$ cat config.mk
export PLATFORM = sky130hd
export DESIGN_NAME = keypad_code_lock_controller_flat
export DESIGN_NICKNAME = d
export VERILOG_FILES = /design/src/rtl/kclc_pkg.sv /design/src/rtl/kclc_if.sv /design/src/rtl/keypad_code_lock_controller.sv /design/src/rtl/kclc_reg_slice.sv /design/src/rtl/kclc_lock_fsm.sv /design/src/flat_wrapper.sv
export SDC_FILE = /design/constraint.sdc
export NUM_CORES = 1
export LEC_CHECK = 0
export ABC_AREA = 1
export BUFFER_PORTS_ARGS = -buffer_cell sky130_fd_sc_hd__buf_4
export CAP_MARGIN = 0
export CORE_ASPECT_RATIO = 1.4
export CORE_MARGIN = 5
export CORE_UTILIZATION = 25
export DETAILED_ROUTE_END_ITERATION = 10
export PLACE_DENSITY_LB_ADDON = 0.25
export SYNTH_ARGS = -nofsm -noshare
export SYNTH_HDL_FRONTEND = slang
export SYNTH_SLANG_ARGS = --single-unit
$ cat constraint.sdc
create_clock -name i_clk -period 3.5 [get_ports i_clk]
set_clock_uncertainty 0.1 [all_clocks]
set_input_delay 1.05 -clock i_clk [delete_from_list [all_inputs] [get_ports i_clk]]
set_output_delay 1.05 -clock i_clk [all_outputs]
set_load 0.005 [all_outputs]
$ cat src/rtl/kclc_pkg.sv
// Package for the keypad code lock controller.
// Holds the channel item types, key, mode and status codes, and the reset code helper.
// No dependencies.
`default_nettype none

package kclc_pkg;

    localparam int CODE_DIGITS_DEF  = 4;
    localparam int OPEN_TICKS_W     = 16;
    localparam logic [OPEN_TICKS_W-1:0] OPEN_TICKS_RST = 16'd8250;

    localparam logic FUNC_KEY  = 1'b0;
    localparam logic FUNC_TICK = 1'b1;

    localparam logic [3:0] KEY_STAR = 4'd14;
    localparam logic [3:0] KEY_HASH = 4'd15;

    localparam logic [1:0] MODE_LOCKED = 2'd0;
    localparam logic [1:0] MODE_VERIFY = 2'd1;
    localparam logic [1:0] MODE_NEW    = 2'd2;
    localparam logic [1:0] MODE_OPEN   = 2'd3;

    localparam logic [3:0] ST_NONE      = 4'd0;
    localparam logic [3:0] ST_DIGIT     = 4'd1;
    localparam logic [3:0] ST_CLEARED   = 4'd2;
    localparam logic [3:0] ST_GRANTED   = 4'd3;
    localparam logic [3:0] ST_WRONG     = 4'd4;
    localparam logic [3:0] ST_CHG_START = 4'd5;
    localparam logic [3:0] ST_VERIFIED  = 4'd6;
    localparam logic [3:0] ST_CHANGED   = 4'd7;
    localparam logic [3:0] ST_CANCELLED = 4'd8;
    localparam logic [3:0] ST_CLOSED    = 4'd9;

    typedef struct packed {
        logic       func;
        logic [3:0] key_code;
    } t_in_item;

    typedef struct packed {
        logic       door_open;
        logic [3:0] status;
        logic [2:0] digits_entered;
        logic [1:0] lock_mode;
    } t_out_item;

    // Default code: nibbles 1, 2 and so on up to digits, with the first key in the highest used nibble.
    function automatic logic [31:0] reset_code(input int digits);
        logic [31:0] code;
        code = '0;
        for (int i = 1; i <= 8; i++) begin
            if (i <= digits) begin
                code = {code[27:0], 4'(i)};
            end
        end
        return code;
    endfunction

endpackage

`default_nettype wire

$ cat src/rtl/kclc_if.sv
// Valid/ready channel interface for the keypad code lock controller.
// The payload type is a parameter; depends on nothing else.
`default_nettype none

interface kclc_if #(
    parameter type T = logic
);
    logic valid;
    logic ready;
    T     data;

    modport source (output valid, output data, input ready);
    modport sink   (input valid, input data, output ready);
endinterface

`default_nettype wire

$ cat src/rtl/keypad_code_lock_controller.sv
// Keypad code lock controller, top level.
// Uses kclc_pkg, kclc_if, kclc_reg_slice and kclc_lock_fsm.
//
// i_in carries one item per transfer: a key press (func 0, key_code) or a
// time tick (func 1). o_out returns exactly one result per item: door_open,
// status, digits_entered and lock_mode. i_cfg writes open_ticks; it is always
// ready, and the user must write it only while the block is idle; the block
// does not enforce this. An item passes an input register, then the lock logic
// updates its state and loads the output register in the same cycle, so a
// result reaches o_out through the input and then the output register. While
// the receiver does not stall, one item per cycle is sustained; the single
// state update per item sets that figure. While the receiver stalls, the
// output register holds its result, the input register fills with the next
// item, and then i_in.ready drops. Reset restores code 1234, an empty entry,
// locked mode, a zero timer and open_ticks 8250, and empties both registers.
`default_nettype none

module keypad_code_lock_controller #(
    parameter int CODE_DIGITS = kclc_pkg::CODE_DIGITS_DEF
) (
    input  wire logic i_clk,
    input  wire logic i_rst_n,
    kclc_if.sink      i_in,
    kclc_if.source    o_out,
    kclc_if.sink      i_cfg
);

    logic                in_valid;
    logic                res_ready;
    logic                fire;
    kclc_pkg::t_in_item  in_item;
    kclc_pkg::t_out_item result;

    kclc_reg_slice #(.T(kclc_pkg::t_in_item)) u_in_stage (
        .i_clk   (i_clk),
        .i_rst_n (i_rst_n),
        .i_valid (i_in.valid),
        .o_ready (i_in.ready),
        .i_data  (i_in.data),
        .o_valid (in_valid),
        .i_ready (res_ready),
        .o_data  (in_item)
    );

    assign fire = in_valid && res_ready;

    kclc_lock_fsm #(.CODE_DIGITS(CODE_DIGITS)) u_fsm (
        .i_clk      (i_clk),
        .i_rst_n    (i_rst_n),
        .i_fire     (fire),
        .i_item     (in_item),
        .i_cfg_we   (i_cfg.valid),
        .i_cfg_data (i_cfg.data),
        .o_result   (result)
    );

    assign i_cfg.ready = 1'b1;

    kclc_reg_slice #(.T(kclc_pkg::t_out_item)) u_out_stage (
        .i_clk   (i_clk),
        .i_rst_n (i_rst_n),
        .i_valid (in_valid),
        .o_ready (res_ready),
        .i_data  (result),
        .o_valid (o_out.valid),
        .i_ready (o_out.ready),
        .o_data  (o_out.data)
    );

endmodule

`default_nettype wire

$ cat src/rtl/kclc_reg_slice.sv
// One register stage of a valid/ready channel that holds a single transfer.
// Depends on nothing; the payload type is a parameter.
`default_nettype none

module kclc_reg_slice #(
    parameter type T = logic
) (
    input  wire logic i_clk,
    input  wire logic i_rst_n,
    input  wire logic i_valid,
    output logic      o_ready,
    input  wire T     i_data,
    output logic      o_valid,
    input  wire logic i_ready,
    output T          o_data
);

    logic r_valid;
    T     r_data;

    assign o_ready = !r_valid || i_ready;
    assign o_valid = r_valid;
    assign o_data  = r_data;

    always_ff @(posedge i_clk) begin
        if (!i_rst_n) begin
            r_valid <= 1'b0;
        end else if (o_ready) begin
            r_valid <= i_valid;
        end
    end

    always_ff @(posedge i_clk) begin
        if (o_ready && i_valid) begin
            r_data <= i_data;
        end
    end

endmodule

`default_nettype wire

$ cat src/rtl/kclc_lock_fsm.sv
// Lock state: stored code, entry buffer, digit count, mode, open timer and open_ticks.
// Computes one result per processed item. Depends on kclc_pkg.
`default_nettype none

module kclc_lock_fsm #(
    parameter int CODE_DIGITS = kclc_pkg::CODE_DIGITS_DEF
) (
    input  wire logic                            i_clk,
    input  wire logic                            i_rst_n,
    input  wire logic                            i_fire,
    input  wire kclc_pkg::t_in_item              i_item,
    input  wire logic                            i_cfg_we,
    input  wire logic [kclc_pkg::OPEN_TICKS_W-1:0] i_cfg_data,
    output kclc_pkg::t_out_item                  o_result
);

    localparam int EW = 4 * CODE_DIGITS;
    localparam int TW = kclc_pkg::OPEN_TICKS_W;

    logic [EW-1:0] r_code,  n_code;
    logic [EW-1:0] r_entry, n_entry;
    logic [2:0]    r_count, n_count;
    logic [1:0]    r_mode,  n_mode;
    logic [TW-1:0] r_timer, n_timer;
    logic [TW-1:0] r_open_ticks;
    logic [3:0]    status;
    logic [EW-1:0] shifted;
    logic          full;

    assign shifted = EW'({r_entry, i_item.key_code});
    assign full    = ({1'b0, r_count} + 4'd1) == 4'(CODE_DIGITS);

    always_comb begin
        n_code  = r_code;
        n_entry = r_entry;
        n_count = r_count;
        n_mode  = r_mode;
        n_timer = r_timer;
        status  = kclc_pkg::ST_NONE;
        if (i_item.func == kclc_pkg::FUNC_TICK) begin
            if (r_mode == kclc_pkg::MODE_OPEN) begin
                if (r_timer <= TW'(1)) begin
                    n_timer = '0;
                    n_mode  = kclc_pkg::MODE_LOCKED;
                    status  = kclc_pkg::ST_CLOSED;
                end else begin
                    n_timer = r_timer - TW'(1);
                end
            end
        end else if (r_mode == kclc_pkg::MODE_OPEN) begin
            if (i_item.key_code == kclc_pkg::KEY_HASH) begin
                n_timer = '0;
                n_mode  = kclc_pkg::MODE_LOCKED;
                status  = kclc_pkg::ST_CLOSED;
            end
        end else if (i_item.key_code == kclc_pkg::KEY_HASH) begin
            n_entry = '0;
            n_count = '0;
            if (r_mode == kclc_pkg::MODE_LOCKED) begin
                status = kclc_pkg::ST_CLEARED;
            end else begin
                n_mode = kclc_pkg::MODE_LOCKED;
                status = kclc_pkg::ST_CANCELLED;
            end
        end else if (i_item.key_code == kclc_pkg::KEY_STAR) begin
            if (r_mode == kclc_pkg::MODE_LOCKED) begin
                n_entry = '0;
                n_count = '0;
                n_mode  = kclc_pkg::MODE_VERIFY;
                status  = kclc_pkg::ST_CHG_START;
            end
        end else if (!full) begin
            n_entry = shifted;
            n_count = r_count + 3'd1;
            status  = kclc_pkg::ST_DIGIT;
        end else begin
            n_entry = '0;
            n_count = '0;
            case (r_mode)
                kclc_pkg::MODE_LOCKED: begin
                    if (shifted == r_code) begin
                        n_mode  = kclc_pkg::MODE_OPEN;
                        n_timer = r_open_ticks;
                        status  = kclc_pkg::ST_GRANTED;
                    end else begin
                        status = kclc_pkg::ST_WRONG;
                    end
                end
                kclc_pkg::MODE_VERIFY: begin
                    if (shifted == r_code) begin
                        n_mode = kclc_pkg::MODE_NEW;
                        status = kclc_pkg::ST_VERIFIED;
                    end else begin
                        n_mode = kclc_pkg::MODE_LOCKED;
                        status = kclc_pkg::ST_WRONG;
                    end
                end
                default: begin
                    n_code = shifted;
                    n_mode = kclc_pkg::MODE_LOCKED;
                    status = kclc_pkg::ST_CHANGED;
                end
            endcase
        end
    end

    assign o_result.door_open      = (n_mode == kclc_pkg::MODE_OPEN);
    assign o_result.status         = status;
    assign o_result.digits_entered = n_count;
    assign o_result.lock_mode      = n_mode;

    always_ff @(posedge i_clk) begin
        if (!i_rst_n) begin
            r_code  <= EW'(kclc_pkg::reset_code(CODE_DIGITS));
            r_entry <= '0;
            r_count <= '0;
            r_mode  <= kclc_pkg::MODE_LOCKED;
            r_timer <= '0;
        end else if (i_fire) begin
            r_code  <= n_code;
            r_entry <= n_entry;
            r_count <= n_count;
            r_mode  <= n_mode;
            r_timer <= n_timer;
        end
    end

    always_ff @(posedge i_clk) begin
        if (!i_rst_n) begin
            r_open_ticks <= kclc_pkg::OPEN_TICKS_RST;
        end else if (i_cfg_we) begin
            r_open_ticks <= i_cfg_data;
        end
    end

endmodule

`default_nettype wire

$ cat src/flat_wrapper.sv
// flat-port wrapper written by rule: the top's interface ports become plain ports
module keypad_code_lock_controller_flat 
#(
    parameter int CODE_DIGITS = kclc_pkg::CODE_DIGITS_DEF
)
  (i_clk, i_rst_n, i_in_valid, i_in_data, i_in_ready, o_out_valid, o_out_data, o_out_ready, i_cfg_valid, i_cfg_data, i_cfg_ready);
  kclc_if i_in_i ();
  kclc_if o_out_i ();
  kclc_if i_cfg_i ();
  input  wire logic i_clk;
  input  wire logic i_rst_n;
  input wire logic [$bits(i_in_i.valid)-1:0] i_in_valid;
  input wire logic [$bits(i_in_i.data)-1:0] i_in_data;
  output wire logic [$bits(i_in_i.ready)-1:0] i_in_ready;
  output wire logic [$bits(o_out_i.valid)-1:0] o_out_valid;
  output wire logic [$bits(o_out_i.data)-1:0] o_out_data;
  input wire logic [$bits(o_out_i.ready)-1:0] o_out_ready;
  input wire logic [$bits(i_cfg_i.valid)-1:0] i_cfg_valid;
  input wire logic [$bits(i_cfg_i.data)-1:0] i_cfg_data;
  output wire logic [$bits(i_cfg_i.ready)-1:0] i_cfg_ready;
  assign i_in_i.valid = i_in_valid;
  assign i_in_i.data = i_in_data;
  assign i_in_ready = i_in_i.ready;
  assign o_out_valid = o_out_i.valid;
  assign o_out_data = o_out_i.data;
  assign o_out_i.ready = o_out_ready;
  assign i_cfg_i.valid = i_cfg_valid;
  assign i_cfg_i.data = i_cfg_data;
  assign i_cfg_ready = i_cfg_i.ready;
  keypad_code_lock_controller #(.CODE_DIGITS(CODE_DIGITS)) u_core (.i_clk(i_clk), .i_rst_n(i_rst_n), .i_in(i_in_i), .o_out(o_out_i), .i_cfg(i_cfg_i));
endmodule
Word level (Yosys, flattened, before mapping):

Cells that the tools add are included.

* bits in registers: 35
* bits of input ports: 7
* word-level logic and storage cells: 33

* add/subtract/negate cells: 2
* bitwise operators: 2
* reduce and logical (&&, ||, !) cells: 10
* muxes and demuxes: 7
* equality and inequality tests: 4

Operators with widths (count)
* equality test 14 bit: 1
* 2-to-1 mux 12 bit: 1
* 2-to-1 mux 2 bit: 4
* adder 3 x 1 -> 4 bit (second input constant): 1
* equality test 4 x 3 -> 1 bit (second input constant): 1
* one-hot mux 2 bit (2 select lines): 1
* AND reduction 4 bit: 1
* adder 3 x 1 -> 3 bit (second input constant): 1
* 2-to-1 mux 3 bit: 1
* equality test 2 x 1 -> 1 bit (second input constant): 1
* equality test 2 bit (second input constant): 1
* logical AND 1 bit: 2
* zero test 1 bit: 2
* zero test 2 bit: 1
* logical OR 1 bit: 2
* NOT 1 bit: 2
* AND reduction 2 bit: 1
* OR reduction 2 bit: 1

Depth between registers and ports, before layout:

* depth after elaboration: 5
* mapped depth: 10

Hierarchy:

From an unflattened synthesis, not the netlist that was laid out.

* cell total of the unflattened synthesis: 558
* area, all modules: 4093.9 sq um

Modules (own cells, without submodules)
* kclc_lock_fsm: instances 1, cells each 524, sequential area each 1301.2 sq um, area an instance 3518.4 sq um
* kclc_reg_slice at u_core.u_out_stage: instances 1, cells each 17, sequential area each 320.3 sq um, area an instance 351.6 sq um
* kclc_reg_slice at u_core.u_in_stage: instances 1, cells each 12, sequential area each 170.2 sq um, area an instance 201.4 sq um
* keypad_code_lock_controller: instances 1, cells each 5, sequential area each 0.0 sq um, area an instance 22.5 sq um

Worst setup path before layout:

Ideal clock, no wire load.

* path type: in2out
* from: input o_out_ready
* to: output i_in_ready
* data arrival time: 1.199 ns
* cell stages on the path: 2
* path buffers: 0
* data required time: 2.350 ns
* path slack: 1.151 ns
* cell sequence: inv_1 -> nand3_1

* cells in the longest elaborated chain, start to end: 2

RTL lines
* from (decl): RTL line flat_wrapper.sv:17 `input wire logic [$bits(o_out_i.ready)-1:0] o_out_ready;`
* logical OR 1 bit (2 in series): RTL line kclc_reg_slice.sv:21 `assign o_ready = !r_valid || i_ready;`
* to (decl): RTL line flat_wrapper.sv:14 `output wire logic [$bits(i_in_i.ready)-1:0] i_in_ready;`

Every way passes these cells.

Worst setup path in the final report:

Same ends and word-level chain as after synthesis.

==> results.cfg <==
[timing]
hold_slack_ns = 0.358
setup_viol = 0
post-route-period-util = 0.749
rsz0062_at_grt = false
fmax_mhz = 382
slew_viol_final = 0
hold_viol = 0
final.min_clock_period_ns = 2.62
tns_ns = 0
fin_ws_ns = 0.879

[grt]
grt_util_all_layers = 0.0804
antenna_found_initial = 0
grt_pass1_wl_um = 2930
grt_overflow_total = 0
grt_max_degree = 13
grt_pass1_vias = 703

[critical_path]
critPathKind = in -> out
crit_required_ns = 2.35
path_max_fanout = 3
r2r_cells = 7
rrSetupSlack_ns = 1.92
r2r_end = u_core.u_out_stage.o_data[0]$_DFFE_PN_
cp-end-kind = primary output
cp.arrival_ns = 1.47
worstSetupStartpoint = o_out_ready
reg2reg_from = u_core.u_fsm.r_count[0]$_SDFFE_PN0P_
start_kind = input pin
cp-endpoint = i_in_ready

[power]
clock_power_share = 0.370
power.leakage_uw = 0.000472
pwr-share-comb = 0.093
intPower_uw = 302
p_seq_frac = 0.536
swShare = 0.241
p_per_area_nw_per_um2 = 407
p_sw_uw = 95.7
vdd_ir_drop_max_v = 0.000119

[final_layout]
fin_area_um2 = 978
post-route-util = 0.295
final_nets = 131
syn2layout_area_growth_pct = 15.5
nFillCells = 368
final_layout_size_suffix_gt1_frac = 0.157
diodes = 0

[synthesis]
ys_ff_latch = 17
synth_fp_nets = 122
ys_seq_area_frac = 0.425
synthTopCellsByArea = dfxtp_1, nand2_1, inv_1, edfxtp_1, a21oi_1
yosys.area.top_type = dfxtp_1
syn_avg_cell_area_um2 = 7.50
syn-cell-area_um2 = 847
ys_warn_count = 0
yosys.area.top_type_share = 0.355
synthCells = 113
yosysUniqueCellTypes = 20

[clock_tree]
cts_tree = built
clkSinkCount = 17
holdBufCountCts = 0
cts_buffer_depth = 2
cts_buffers = 3
post_cts_resized = 0
htree_levels = 1
cts_root_buf = clkbuf_8
clk_pin_slew_ns = 0.06
clk_latency_ns = 0.25
cts_setup_buffers = 0

[placed_design]
place_area_um2 = 933
gp_congestion = 0.768
dpl_worst_slack_ns = 0.875
io_buffers = 7
dp_hpwl_um = 1240

[drt]
viasPerCell = 4.43
vias = 713
dr.pass1.iters = 4
drc = 0
wl_um = 1630
ant_nets = 0
wl_per_cell_um = 10.1
drtIter0Drc = 31

[outcome]
status = finished clean

[flow_run]
maxCapViolCount = 0

[die]
die_h_um = 78.9
num_rows = 25
dieArea_um2 = 4670
coreArea_um2 = 3320
die_w_um = 59.2
ioPinCount = 11
initial_core_util = 0.255

[worst_hold_path]
hold_class = reg -> reg
## final cells by class
cell class | instances | area [µm²] | area share
Tap cell | 40 | 50.0 | 0.0512
Multi-Input combinational cell | 75 | 403 | 0.412
Inverter | 18 | 67.6 | 0.0691
Timing Repair Buffer | 7 | 52.6 | 0.0537
Clock buffer | 4 | 45.0 | 0.0460
Sequential cell | 17 | 360 | 0.368
## state kept, by name, indices dropped and copies added (netlist names)
signal                      flops
u_core.u_fsm.r_code             5
u_core.u_out_stage.o_valid      1
u_core.u_in_stage.o_data        1
u_core.u_fsm.r_mode             2
u_core.u_in_stage.o_valid       1
u_core.u_out_stage.o_data       1
u_core.u_fsm.r_count            3
u_core.u_fsm.r_entry            3
## cells in the mapped netlist, drive strengths merged
cell / count
buf: 2
conb: 1
nand4: 4
nand3b: 1
a21oi: 11
or2: 3
clkbuf: 1
nor2: 12
inv: 18
o21ai: 6
nand2: 26
ha: 2
edfxtp: 2
dfxtp: 15
nand3: 9
## how the worst min path moves through the flow
stage                                                    start  cells past startpoint                                    to
final                     u_core.u_fsm.r_code[12]$_SDFFE_PN1P_                      2  u_core.u_fsm.r_code[12]$_SDFFE_PN1P_
after floorplan            u_core.u_fsm.r_code[9]$_SDFFE_PN1P_                      2   u_core.u_fsm.r_code[9]$_SDFFE_PN1P_
after detailed placement  u_core.u_fsm.r_code[12]$_SDFFE_PN1P_                      2  u_core.u_fsm.r_code[12]$_SDFFE_PN1P_
after global placement    u_core.u_fsm.r_code[12]$_SDFFE_PN1P_                      2  u_core.u_fsm.r_code[12]$_SDFFE_PN1P_
after CTS                  u_core.u_fsm.r_code[9]$_SDFFE_PN1P_                      2   u_core.u_fsm.r_code[9]$_SDFFE_PN1P_
after global routing       u_core.u_fsm.r_code[9]$_SDFFE_PN1P_                      2   u_core.u_fsm.r_code[9]$_SDFFE_PN1P_
## through the flow
step,total power (µW),cells
3_5_place_dp,255,157
5_1_grt,414,161
6_report,398,161
3_3_place_gp,254,157
2_1_floorplan,243,113
4_1_cts,402,161
## logic make-up (layout without fill, tap and decap cells)
kind of cell | after synthesis | after routing | share of synthesized area
and+or+nand+nor | 55 | 55 | 0.337
buffers and inverters | 21 | 29 | 0.0990
AOI/OAI and AO/OA | 17 | 17 | 0.105
DFF | 17 | 17 | 0.425
adders and majority gates | 2 | 2 | 0.0295
other | 1 | 1 | 0.00443
## routing by layer
layer  GRT usage  share of wire
met3      0.0114          0.023
met5           0              0
met2       0.129           0.50
met1      0.0899           0.42
met4      0.0680          0.049
## cells in the final DEF, fill, tap and decap left out, drive strengths merged
cell type	synthesis	routed
nand2	26	26
inv	18	18
dfxtp	15	15
nor2	12	12
a21oi	11	11
nand3	9	9
buf	2	7
o21ai	6	6
nand4	4	4
clkbuf	1	4
or2	3	3
ha	2	2
edfxtp	2	2
nand3b	1	1
conb	1	1
## power by group through the flow
stage	Combinational [µW]	Sequential [µW]	Clock (µW)
after floorplan	27.3	216	0
after global placement	37.0	217	0
after detailed placement	37.4	218	0
after CTS	37.5	213	152
after global routing	42.7	215	157
final	37.1	213	147
## critical path, cell delays in order
cell     delay, ns
buf_4         0.11
inv_1         0.05
nand3_1       0.10
buf_4         0.16
(Power assumes the default switching activity.)
